<file path="src/hw/rtl/sst_pkg.sv">
package sst_pkg;

    // Storage geometry
    localparam int KEY_SPACE   = 1024;
    localparam int DENSE_DEPTH = 256;
    localparam int HANDLE_BITS = 32;

    localparam int KEY_BITS   = $clog2(KEY_SPACE);
    localparam int SLOT_BITS  = $clog2(DENSE_DEPTH);
    localparam int COUNT_BITS = $clog2(DENSE_DEPTH + 1);

    // Field widths of the channels
    localparam int CMD_BITS         = 2;
    localparam int ITEM_KEY_BITS    = 10;
    localparam int ITEM_HANDLE_BITS = 32;
    localparam int STATUS_BITS      = 2;
    localparam int FOUND_BITS       = 32;
    localparam int ENTRY_COUNT_BITS = 9;

    // Configuration port
    localparam int ID_LIMIT_BITS  = 10;
    localparam int CAP_LIMIT_BITS = 9;
    localparam int CFG_ADDR_BITS  = 3;
    localparam int CFG_DATA_BITS  = 32;

    localparam logic [ID_LIMIT_BITS-1:0]  ID_LIMIT_RESET  = 10'd1023;
    localparam logic [CAP_LIMIT_BITS-1:0] CAP_LIMIT_RESET = 9'd256;

    // Register index, taken from the word address bit
    localparam logic REG_ID_LIMIT  = 1'b0;
    localparam logic REG_CAP_LIMIT = 1'b1;

    // Command codes
    localparam logic [CMD_BITS-1:0] CMD_INSERT = 2'd0;
    localparam logic [CMD_BITS-1:0] CMD_DELETE = 2'd1;
    localparam logic [CMD_BITS-1:0] CMD_SEARCH = 2'd2;
    localparam logic [CMD_BITS-1:0] CMD_CLEAR  = 2'd3;

    // Status codes
    localparam logic [STATUS_BITS-1:0] STS_OK   = 2'd0;
    localparam logic [STATUS_BITS-1:0] STS_MISS = 2'd1;
    localparam logic [STATUS_BITS-1:0] STS_FULL = 2'd2;
    localparam logic [STATUS_BITS-1:0] STS_DUP  = 2'd3;

    // Commands from the controller to the datapath
    typedef struct packed {
        logic load_item;
        logic sparse_rd;
        logic dense_rd;
        logic execute;
    } sst_ctrl_t;

    // Status from the datapath to the controller
    typedef struct packed {
        logic out_free;
        logic item_held;
    } sst_stat_t;

endpackage

</file>
<file path="src/hw/rtl/sst_ctrl.sv">
module sst_ctrl
    import sst_pkg::*;
(
    input  logic      clk,
    input  logic      rst_n,
    input  logic      in_valid,
    output logic      in_ready,
    input  sst_stat_t stat,
    output sst_ctrl_t ctrl
);

    localparam logic [1:0] S_IDLE   = 2'd0;
    localparam logic [1:0] S_LOOKUP = 2'd1;
    localparam logic [1:0] S_FETCH  = 2'd2;
    localparam logic [1:0] S_EXEC   = 2'd3;

    logic [1:0] state_reg;
    logic [1:0] state_next;

    // Sequence one command through sparse read, dense read and execute.
    always_comb
    begin
        state_next = state_reg;
        ctrl       = '0;
        in_ready   = 1'b0;
        unique case (state_reg)
            S_IDLE:
            begin
                in_ready = 1'b1;
                if (in_valid)
                begin
                    ctrl.load_item = 1'b1;
                    state_next     = S_LOOKUP;
                end
            end
            S_LOOKUP:
            begin
                ctrl.sparse_rd = 1'b1;
                state_next     = S_FETCH;
            end
            S_FETCH:
            begin
                ctrl.dense_rd = 1'b1;
                state_next    = S_EXEC;
            end
            S_EXEC:
            begin
                if (stat.out_free)
                begin
                    ctrl.execute = 1'b1;
                    state_next   = S_IDLE;
                end
            end
            default:
            begin
                state_next = S_IDLE;
            end
        endcase
    end

    always_ff @(posedge clk or negedge rst_n)
    begin
        if (!rst_n)
        begin
            state_reg <= S_IDLE;
        end
        else
        begin
            state_reg <= state_next;
        end
    end

    // An executed command always returns the sequencer to idle.
    a_exec_to_idle: assert property (@(posedge clk) disable iff (!rst_n)
        ctrl.execute |=> state_reg == S_IDLE)
        else $error("sequencer did not return to idle after execute");

    // The datapath holds an item whenever the sequencer is past idle.
    a_item_held: assert property (@(posedge clk) disable iff (!rst_n)
        state_reg != S_IDLE |-> stat.item_held)
        else $error("sequencer busy without a held item");

endmodule

</file>
<file path="config.mk">
export PLATFORM = sky130hd
export DESIGN_NAME = sst_ctrl
export DESIGN_NICKNAME = d
export VERILOG_FILES = /design/src/hw/rtl/sst_pkg.sv /design/src/hw/rtl/sst_ctrl.sv
export SDC_FILE = /design/constraint.sdc
export NUM_CORES = 1
export LEC_CHECK = 0
export ABC_AREA = 1
export BUFFER_PORTS_ARGS = -buffer_cell sky130_fd_sc_hd__clkbuf_2
export CORE_AREA = 3 3 40 42
export CTS_CLUSTER_DIAMETER = 30
export DETAILED_ROUTE_END_ITERATION = 7
export DIE_AREA = 0 0 43 45
export PLACE_DENSITY = 0.36
export SETUP_SLACK_MARGIN = 0.3
export SLEW_MARGIN = 20
export SYNTH_ARGS = -nofsm -noshare
export SYNTH_HDL_FRONTEND = slang
export SYNTH_SLANG_ARGS = --single-unit
</file>
<file path="constraint.sdc">
create_clock -name clk -period 0.9 [get_ports clk]
set_input_delay 0.045 -clock clk [delete_from_list [all_inputs] [get_ports clk]]
set_output_delay 0.045 -clock clk [all_outputs]
set_load 0.05 [all_outputs]
</file>
# Yosys cells after proc, flatten, opt, wreduce, memory -nomap -nowiden
# Cells that the tools add are included.
# word_totals
reg_bits	2
# classes
n_reduce_logical	2
n_mux	10
n_eq_ne	5
# op_table
cell	count
case mux 2 bit (4 select lines)	1
2-to-1 mux 1 bit	7
== test 2 bit (second input constant)	2
2-to-1 mux 2 bit	2
inequality test 2 bit (second input constant)	2
== test 2 x 1 -> 1 bit (second input constant)	1
logical NOT 2 bit	1
AND reduction 2 bit	1

# Logic depth before layout (Yosys ltp)
# logic_depth
depth_word	3
mapped_depth	6

# Worst setup path before layout
# No wires, ideal clock.
# synth_timing
path_type	register to output
startpoint	reg state_reg[0]
endpoint	out ctrl[3] in the netlist's numbering
path_stages_with_launch	5
n_path_buf	0
arrival_ns	1.409
slack_ns	-0.554
path_cell_list	dfrtp_1 > inv_1 > ha_1 > nand2_1 > inv_1
# synth_lines
item	line_no	rtl
from (decl)	sst_ctrl.sv:17	logic [1:0] state_reg;
from (signal assigned)	sst_ctrl.sv:69	state_reg <= state_next;
to (decl)	sst_ctrl.sv:9	output sst_ctrl_t ctrl

==> impl_metrics.ini <==
[run_status]
status = finished, violations left
violations = negative setup slack

[layout]
fin_util_pct = 34.4
largest_reg_flops = 2
fin_cells = 58
drive_gt1_share_pct = 60.5
syn_to_final_growth_pct = 139
n_antenna_cell = 0
nNetsFinal = 54

[power_and_ir_drop]
power_frac_comb_pct = 79.8
ir_drop_mv = 1.26
clkPwrFrac_pct = 10.4
powerDensity_nw_per_um2 = 4250
swShare_pct = 46.5
p_int_uw = 1010
seq_power_share_pct = 9.8
leakage_uw = 0.000233
p_switching_uw = 873

[global_route]
grt_usage_pct = 5.58
grt_pass1_wl_um = 779
grt_pass1_vias = 208
grt_max_degree = 4
overflow = 0
antenna_found_initial = 0

[yosys]
synth-seq-area-share_pct = 27.0
synth_cell_types = 6
yosysWarnings = 0
synth_top_area_share_pct = 27.0
postSynthAreaPerCell_um2 = 7.12
ys_top_cells_by_area = dfrtp_1, ha_1, inv_1
ys_ff_latch = 2
yosys.area.top_type = dfrtp_1
synth_nets = 35
synth_area_um2 = 185
syn_inst = 26

[timing]
skew_ns = 0.00358
fin_crit_sh_pct = 133
final-max-slew-violation-count = 0
period_minus_slack_ns = 1.20
slew_headroom_pct = 89.5
final_hold_viol_count = 0
setup_ws_ns = -0.299
max_freq_mhz = 834
rsz0062_at_grt = yes
finalSetupViolations = 7
tightestPinTransition_ns = 0.158

[critical_path]
path_buf_inv = 3
cp_cell_sequence = inv_2 -> ha_4 -> nand2_4 -> clkinvlp_4 -> clkbuf_16
cp-end-kind = primary output
r2r-start = state_reg[0]
reg2regPathDepth = 6
required_ns = 0.85
crit_type = reg -> out
slowest_stage = dfrtp_1
slowest_delay_ns = 0.37
crit_arrival_ns = 1.15
cp_top_family = flip-flops
cp-start-kind = register
r2r_setup_slack_ns = -0.15
r2r-end = state_reg[0]
path_max_fanout = 3

[floorplanning]
die_width_um = 43
die_h_um = 45
rows = 13
dieArea_um2 = 1940
initial_core_util_pct = 14.4
coreArea_um2 = 1280
num_io_pins = 10

[clock_tree]
clk_pin_slew_ns = 0.03
cts_sinks = 2
cts_tree = yes
cts_root_buf = clkbuf_4
clk_latency_ns = 0.22
numCtsBuffers = 3
clock_path_buffers = 2
htree_levels = 1

[routing]
wl_per_cell_um = 7.60
drt_iter0_markers = 0
final_antenna_net_count = 0
dr.pass1.iters = 1
vias_per_cell = 3.36
vias = 195
routed_wl_um = 441
remaining_drc_errors = 0

[hold_path]
hold_class = in -> async

[placed_design]
dp_cells = 52
place_congestion = 0.744
io_buffers = 8

[job]
cap_violations = 0
==> final cells by class <==
class / instances / area (um^2)
flip-flops and latches: 2 / 50.0
repair buffers: 14 / 161
multi-input cells: 16 / 155
fillers: 134 / 843
clock buffers: 3 / 22.5
inverters: 8 / 33.8
well taps: 15 / 18.8
==> Yosys cell counts <==
| cell | n |
|---|---|
| inv_1 | 8 |
| nand2_1 | 7 |
| ha_1 | 4 |
| nand2_2 | 3 |
| dfrtp_1 | 2 |
| nand3_1 | 2 |
==> cell families after synthesis <==
family	Yosys count	synth area share, %
adder cells (fa/ha/maj)	4	27.0
AND/OR/NAND/NOR	12	29.7
buffers and inverters	8	16.2
flip-flops	2	27.0
==> through the flow <==
stage               setup slack [ns]  hold WS [ns]  power, uW  TNS, ns  area (um^2)
finish                        -0.299         0.143       1880    -1.53          442
global route                  -0.351         0.143       2030    -1.92          442
CTS                           -0.300         0.135       1860    -1.63          437
detailed placement            -0.171        -0.166       1360   -0.599          328
floorplan                     -0.189        -0.251       1030   -0.768          216
global placement              -0.171        -0.170       1360   -0.617          328
==> power by group through the flow <==
stage / Clock (uW) / Combinational [uW] / Sequential (uW)
2_1_floorplan: 0 / 835 / 198
3_3_place_gp: 0 / 1170 / 189
3_5_place_dp: 0 / 1170 / 187
4_1_cts: 208 / 1460 / 186
5_1_grt: 213 / 1620 / 192
6_report: 195 / 1500 / 184
==> per-layer routing <==
| layer | up-vias | routed length, um | GRT usage (%) | share of wire (%) |
|---|---|---|---|---|
| met5 | - | 0 | 0 | 0 |
| met2 | 5 | 245 | 9.58 | 56 |
| li1 | 108 | - | - | - |
| met4 | 0 | 0 | 5.42 | 0 |
| met3 | 0 | 22 | 1.20 | 5.0 |
| met1 | 82 | 173 | 5.54 | 39 |
==> worst max path at each step <==
| stage | startpoint | to | slack, ns | depth (start not counted) |
|---|---|---|---|---|
| after detailed placement | state_reg[0] | ctrl[3] | -0.17 | 5 |
| after global placement | state_reg[0] | ctrl[3] | -0.17 | 5 |
| after CTS | state_reg[1] | ctrl[3] | -0.30 | 5 |
| final | state_reg[0] | ctrl[3] | -0.30 | 5 |
| after global routing | state_reg[1] | ctrl[3] | -0.35 | 5 |
| after floorplan | state_reg[1] | state_reg[0] | -0.19 | 5 |
==> cell usage in the layout, fill, tap and decap left out <==
| cell type | n |
|---|---|
| inv_1 | 5 |
| clkbuf_4 | 4 |
| buf_8 | 1 |
| clkbuf_16 | 1 |
| ha_4 | 3 |
| buf_4 | 2 |
| nand2_1 | 6 |
| buf_12 | 2 |
| clkinvlp_4 | 1 |
| clkbuf_2 | 3 |
| nand2_4 | 2 |
| nand2_2 | 2 |
| inv_2 | 2 |
| dfrtp_1 | 2 |
| buf_6 | 3 |
| ha_1 | 1 |
| dlygate4sd3_1 | 1 |
| nand3_1 | 2 |
==> repair_timing <==
item	CTS	global route
hold endpoints to repair	2	0
hold buffers	1	0
pin swaps	1	1
buffers inserted	2	0
setup endpoints to repair	7	7
resized for setup	12	2
No activity file was read; power rests on OpenSTA's default activity.
