## src/hw/rtl/sst_pkg.sv

```systemverilog
package sst_pkg;

    // Storage geometry
    localparam int KEY_SPACE   = 1024;
    localparam int DENSE_DEPTH = 256;
    localparam int HANDLE_BITS = 32;

    localparam int KEY_BITS   = $clog2(KEY_SPACE);
    localparam int SLOT_BITS  = $clog2(DENSE_DEPTH);
    localparam int COUNT_BITS = $clog2(DENSE_DEPTH + 1);

    // Field widths of the channels
    localparam int CMD_BITS         = 2;
    localparam int ITEM_KEY_BITS    = 10;
    localparam int ITEM_HANDLE_BITS = 32;
    localparam int STATUS_BITS      = 2;
    localparam int FOUND_BITS       = 32;
    localparam int ENTRY_COUNT_BITS = 9;

    // Configuration port
    localparam int ID_LIMIT_BITS  = 10;
    localparam int CAP_LIMIT_BITS = 9;
    localparam int CFG_ADDR_BITS  = 3;
    localparam int CFG_DATA_BITS  = 32;

    localparam logic [ID_LIMIT_BITS-1:0]  ID_LIMIT_RESET  = 10'd1023;
    localparam logic [CAP_LIMIT_BITS-1:0] CAP_LIMIT_RESET = 9'd256;

    // Register index, taken from the word address bit
    localparam logic REG_ID_LIMIT  = 1'b0;
    localparam logic REG_CAP_LIMIT = 1'b1;

    // Command codes
    localparam logic [CMD_BITS-1:0] CMD_INSERT = 2'd0;
    localparam logic [CMD_BITS-1:0] CMD_DELETE = 2'd1;
    localparam logic [CMD_BITS-1:0] CMD_SEARCH = 2'd2;
    localparam logic [CMD_BITS-1:0] CMD_CLEAR  = 2'd3;

    // Status codes
    localparam logic [STATUS_BITS-1:0] STS_OK   = 2'd0;
    localparam logic [STATUS_BITS-1:0] STS_MISS = 2'd1;
    localparam logic [STATUS_BITS-1:0] STS_FULL = 2'd2;
    localparam logic [STATUS_BITS-1:0] STS_DUP  = 2'd3;

    // Commands from the controller to the datapath
    typedef struct packed {
        logic load_item;
        logic sparse_rd;
        logic dense_rd;
        logic execute;
    } sst_ctrl_t;

    // Status from the datapath to the controller
    typedef struct packed {
        logic out_free;
        logic item_held;
    } sst_stat_t;

endpackage

```

## src/hw/rtl/sst_cfg.sv

```systemverilog
module sst_cfg
    import sst_pkg::*;
(
    input  logic                      clk,
    input  logic                      rst_n,
    input  logic                      psel,
    input  logic                      penable,
    input  logic                      pwrite,
    input  logic [CFG_ADDR_BITS-1:0]  paddr,
    input  logic [CFG_DATA_BITS-1:0]  pwdata,
    output logic [CFG_DATA_BITS-1:0]  prdata,
    output logic                      pready,
    output logic [ID_LIMIT_BITS-1:0]  id_limit,
    output logic [CAP_LIMIT_BITS-1:0] capacity_limit
);

    logic                      wr_en;
    logic [ID_LIMIT_BITS-1:0]  id_limit_reg;
    logic [CAP_LIMIT_BITS-1:0] cap_limit_reg;

    assign pready = 1'b1;
    assign wr_en  = psel && penable && pwrite && pready;

    // Registers are decoded on the word address bit.
    always_ff @(posedge clk or negedge rst_n)
    begin
        if (!rst_n)
        begin
            id_limit_reg  <= ID_LIMIT_RESET;
            cap_limit_reg <= CAP_LIMIT_RESET;
        end
        else if (wr_en)
        begin
            unique case (paddr[2])
                REG_ID_LIMIT:  id_limit_reg  <= pwdata[ID_LIMIT_BITS-1:0];
                REG_CAP_LIMIT: cap_limit_reg <= pwdata[CAP_LIMIT_BITS-1:0];
                default:       id_limit_reg  <= id_limit_reg;
            endcase
        end
    end

    // Read back; a misaligned read returns zero.
    always_comb
    begin
        prdata = '0;
        if (paddr[1:0] == 2'b00)
        begin
            unique case (paddr[2])
                REG_ID_LIMIT:  prdata = CFG_DATA_BITS'(id_limit_reg);
                REG_CAP_LIMIT: prdata = CFG_DATA_BITS'(cap_limit_reg);
                default:       prdata = '0;
            endcase
        end
    end

    assign id_limit       = id_limit_reg;
    assign capacity_limit = cap_limit_reg;

endmodule

```

## config.mk

```make
export PLATFORM = sky130hd
export DESIGN_NAME = sst_cfg
export DESIGN_NICKNAME = d
export VERILOG_FILES = /design/src/hw/rtl/sst_pkg.sv /design/src/hw/rtl/sst_cfg.sv
export SDC_FILE = /design/constraint.sdc
export NUM_CORES = 1
export LEC_CHECK = 0
export BUFFER_PORTS_ARGS = -buffer_cell sky130_fd_sc_hd__buf_2
export CORE_MARGIN = 2
export CORE_UTILIZATION = 41
export CTS_CLUSTER_DIAMETER = 30
export CTS_CLUSTER_SIZE = 14
export DETAILED_ROUTE_END_ITERATION = 8
export GPL_TIMING_DRIVEN = 1
export PLACE_DENSITY_LB_ADDON = 0.25
export SLEW_MARGIN = 25
export SYNTH_ARGS = -nofsm -noshare
export SYNTH_HDL_FRONTEND = slang
export SYNTH_SLANG_ARGS = --single-unit
```

## constraint.sdc

```tcl
create_clock -name clk -period 1.67 [get_ports clk]
set_input_delay 0 -clock clk [delete_from_list [all_inputs] [get_ports clk]]
set_output_delay 0 -clock clk [all_outputs]
set_load 0.01 [all_outputs]
```

-- After elaboration in Yosys (flattened, before gate mapping)
Index checks and enable logic that the tools add are counted.
- output and inout port bits: 52
- bits in registers: 19
- word-level logic and storage cells: 10
- input port bits: 40
- reductions and logical operators: 5
- muxes and demuxes: 2
- bitwise operators: 1
- operator list (kind ; number):
    case mux 32 bit (2 select lines) ; 1
    2-to-1 mux 32 bit ; 1
    AND reduction 2 bit ; 2
    logical AND 1 bit ; 2
    zero test 2 bit ; 1
    inverter 1 bit ; 1

-- Longest topological paths before layout
- depth in word-level cells: 3
- depth in mapped cells: 3
- mapped depth without buffers: 2

-- Least setup slack after synthesis
OpenSTA, ideal clock, no wires.
- path kind: register -> output
- from: register id_limit_reg[9], in the netlist id_limit[9]
- to: output port prdata[9]
- stages on the path, launching flop included: 2
- arrival time: 0.869 ns
- path slack: 0.801 ns
- data required time: 1.670 ns
- cell sequence: dfstp_2 -> nor3b_1
- cells in the longest elaborated chain, start to end: 2
- ends and longest elaborated chain (item ; line ; text):
    start: declaration ; sst_cfg.sv:18 ; logic [ID_LIMIT_BITS-1:0] id_limit_reg;
    start signal: assignment ; sst_cfg.sv:35 ; REG_ID_LIMIT: id_limit_reg <= pwdata[ID_LIMIT_BITS-1:0];
    start signal: assignment ; sst_cfg.sv:37 ; default: id_limit_reg <= id_limit_reg;
    case mux 32 bit (2 select lines) ; sst_cfg.sv:48 ; unique case (paddr[2])
    2-to-1 mux 32 bit ; sst_cfg.sv:46 ; if (paddr[1:0] == 2'b00)
    end: declaration ; sst_cfg.sv:11 ; output logic [CFG_DATA_BITS-1:0] prdata,
Every way passes these cells. The select of a mux whose other input is x is not followed.

-- Final worst setup path
Same ends and word-level chain as after synthesis.

==> metrics.md <==
| Metric | Value |
|---|---|
| Status | finished clean |
| Post-Synthesis Cells | 88 |
| Internal power | about 950 µW |
| Tot GR Track Use | 14.1% |
| RSZ-0062 raised after global routing | no |
| Num ports | 92 |
| Compound-Gate Fraction of Synth Area | 0% |
| Core area | 2500 µm² |
| Sequential-to-total area share from yosys stat | 44.6% |
| CTS Root Cell | clkbuf_4 |
| Simple-gate share of the synthesized area | 6.27% |
| Post-synthesis area per instance | ~12 µm² |
| Grt ovf | 0 |
| Final min period | 1.18 ns |
| Yosys warnings | 0 |
| Initial DRT Pass Iterations | 3 |
| Post-CTS setup buffers | 0 |
| Clock power share | 16.9% |
| Skew-Pair Late Insertion Delay | 0.29 ns |
| Depth of the CTS H-tree | 1 |
| Final Util | 55.9% |
| CP Max Fanout | 3 |
| Inserted Diodes | 0 |
| Synth cell types | 13 |
| Clock skew | 0 ns |
| Initial antenna violation count | 0 |
| Max Slew Vio Count | 0 |
| Crit-path cells | nor3b_1, buf_2 |
| DIE AREA | 3110 µm² |
| Reg2reg start | capacity_limit[1] |
| DR vias | 760 |
| Critical path startpoint | id_limit[9] |
| Max reg flops | 10 |
| Delay-heaviest family, CP | flip-flops |
| Register bit total from synthesis | 19 |
| Via/cell ratio | 4.34 |
| Buf/Inv on CP | 1 |
| Setup TNS | 0 ns |
| Period utilization | a little over two thirds |
| Buffers on Ports | 46 |
| ANT nets after route | 0 |
| DR WL/cell | 12.2 µm |
| Slowest Stage Delay on Critical Path | around 0.55 ns |
| Starting density of the core | 43.9% |
| Global-route wire length before repair | 3410 µm |
| CTS sink count | 19 |
| Layout Nets | 186 |
| Final WL | around 2100 µm |
| Leakage Power | 0.000762 µW |
| Layout cells sized above 1 | 56.6% |
| DR iter-0 viols | 21 |
| Number of global-route vias before repair | between 700 and 800 |
| HPWL Detailed | approximately 1500 µm |
| Num CTS Buffers | 3 |
| Final instance area | ~1400 µm² |
| Max VDD drop | 806 µV |
| WP data required | approximately 1.7 ns |
| Sw frac | 30.6% |
| Fmax | 846 MHz |
| Global placement routability congestion | 0.646 |
| Rows | 18 |
| Die W | ~56 µm |
| Fin cells | 175 |
| CP max-delay cell | dfstp_2 |
| Placed cell areas | roughly 1300 µm² |
| Setup Crit Path Kind | flip-flop to primary output |
| Reg clk slew, reported paths | 0.11 ns |
| Die height | roughly 56 µm |
| Final hold slack | 0.160 ns |
| Remaining DRCs | 0 |
| XOR/XNOR Fraction of Synth Area | 0% |
| Logic pwr share | 33.5% |
| Critical Path Source Type | flip-flop |
| HP Class | input port to asynchronous set/reset pin |
| CTS tree | yes |
| CP arrival | 1.18 ns |
| Proportion of synthesized area in mux cells | 31.1% |
| Area delta synth->final | 27.4% |
| Max Cap Violations | 0 |
| Main combinational cell family by area after synthesis | multiplexers |
| Final setup vio count | 0 |
| Seq pwr share | 49.6% |
| Pin count of the biggest net entering global routing | 20 |
| Worst R2R Setup Slack | just under 0.9 ns |
| Cells after DPL | 160 |
| Cell Area, Synth | 1100 µm² |
| Hold Vio Cnt, Final | 0 |
| Pwr dens | ~980 nW/µm² |
| Post-Synth Adder-Cell Area | 0% |
| CP Capture Type | primary output |
| Max clock buf depth | 2 |
| NetSw | 418 µW |
## synth_stat cells, drive strengths merged
library cell / instances / area, µm²
nor3b: 1 / 7.51
nand4b: 1 / 8.76
conb: 2 / 7.51
mux2: 19 / 251
nand4: 1 / 12.5
dfrtp: 8 / 200
mux2i: 9 / 90.1
nor2: 9 / 33.8
or2: 1 / 6.26
dfstp: 11 / 289
buf: 26 / 190
## routing by layer
layer / global-route usage, % / routed length (µm) / part of all wire [%] / vias up
li1: - / - / - / 360
met4: 6.27 / 12 / 0.56 / 0
met2: 24.1 / 1040 / 49 / 41
met5: 0 / 0 / 0 / -
met1: 17.3 / 934 / 44 / 357
met3: 2.09 / 145 / 6.8 / 2
## final timing paths
check                      cells after the start                 to
min in group clk                               3  capacity_limit[4]
min                                            2  capacity_limit[3]
max                                            2          prdata[9]
max in group asynchronous                      2        id_limit[2]
max reg2reg                                    1  capacity_limit[1]
min reg2reg                                    1  capacity_limit[7]
## power groups by stage
stage	registers (µW)	clock network [µW]	logic (µW)
finish	677	230	457
global placement	679	0	434
CTS	678	242	463
floorplan	732	0	256
global route	695	261	499
detailed placement	684	0	443
## timing repair
item / 4_1_cts / 5_1_grt
hold buffers: 11 / 0
gates resized for setup: 0 / 0
hold endpoints to repair: 38 / 0
## layout by cell type, fill, tap and decap left out
cell type      synthesis  final
mux2i_1                9      9
buf_2                  2     46
dfrtp_1                8      8
nand4_2                1      1
or2_2                  1      1
dlygate4sd3_1          0     11
mux2_2                 9      9
conb_1                 2     23
nor2_1                 9      9
clkbuf_4               0      3
clkbuf_1               0      1
nor3b_1                1      1
dfstp_2               11     11
buf_4                 24      1
mux2_4                10     10
nand4b_1               1      1
## logic make-up (layout without fill, tap and decap cells)
family	count (synthesis)	after routing
multiplexers	28	28
buffers and inverters	26	62
flip-flops	19	19
AND/OR/NAND/NOR	13	13
other	2	23
## metrics by stage
stage,total power (µW),setup WS [ns]
floorplan,987,0.801
global placement,1110,0.458
detailed placement,1130,0.458
CTS,1380,0.488
global route,1450,0.426
finish,1360,0.487
## layout make-up
type	instances	area (µm²)
fillers	224	1100
well taps	30	37.5
flip-flops and latches	19	489
repair buffers	58	348
clock buffers	4	26.3
multi-input cells	64	497
Power figures use the tool's default switching activity.
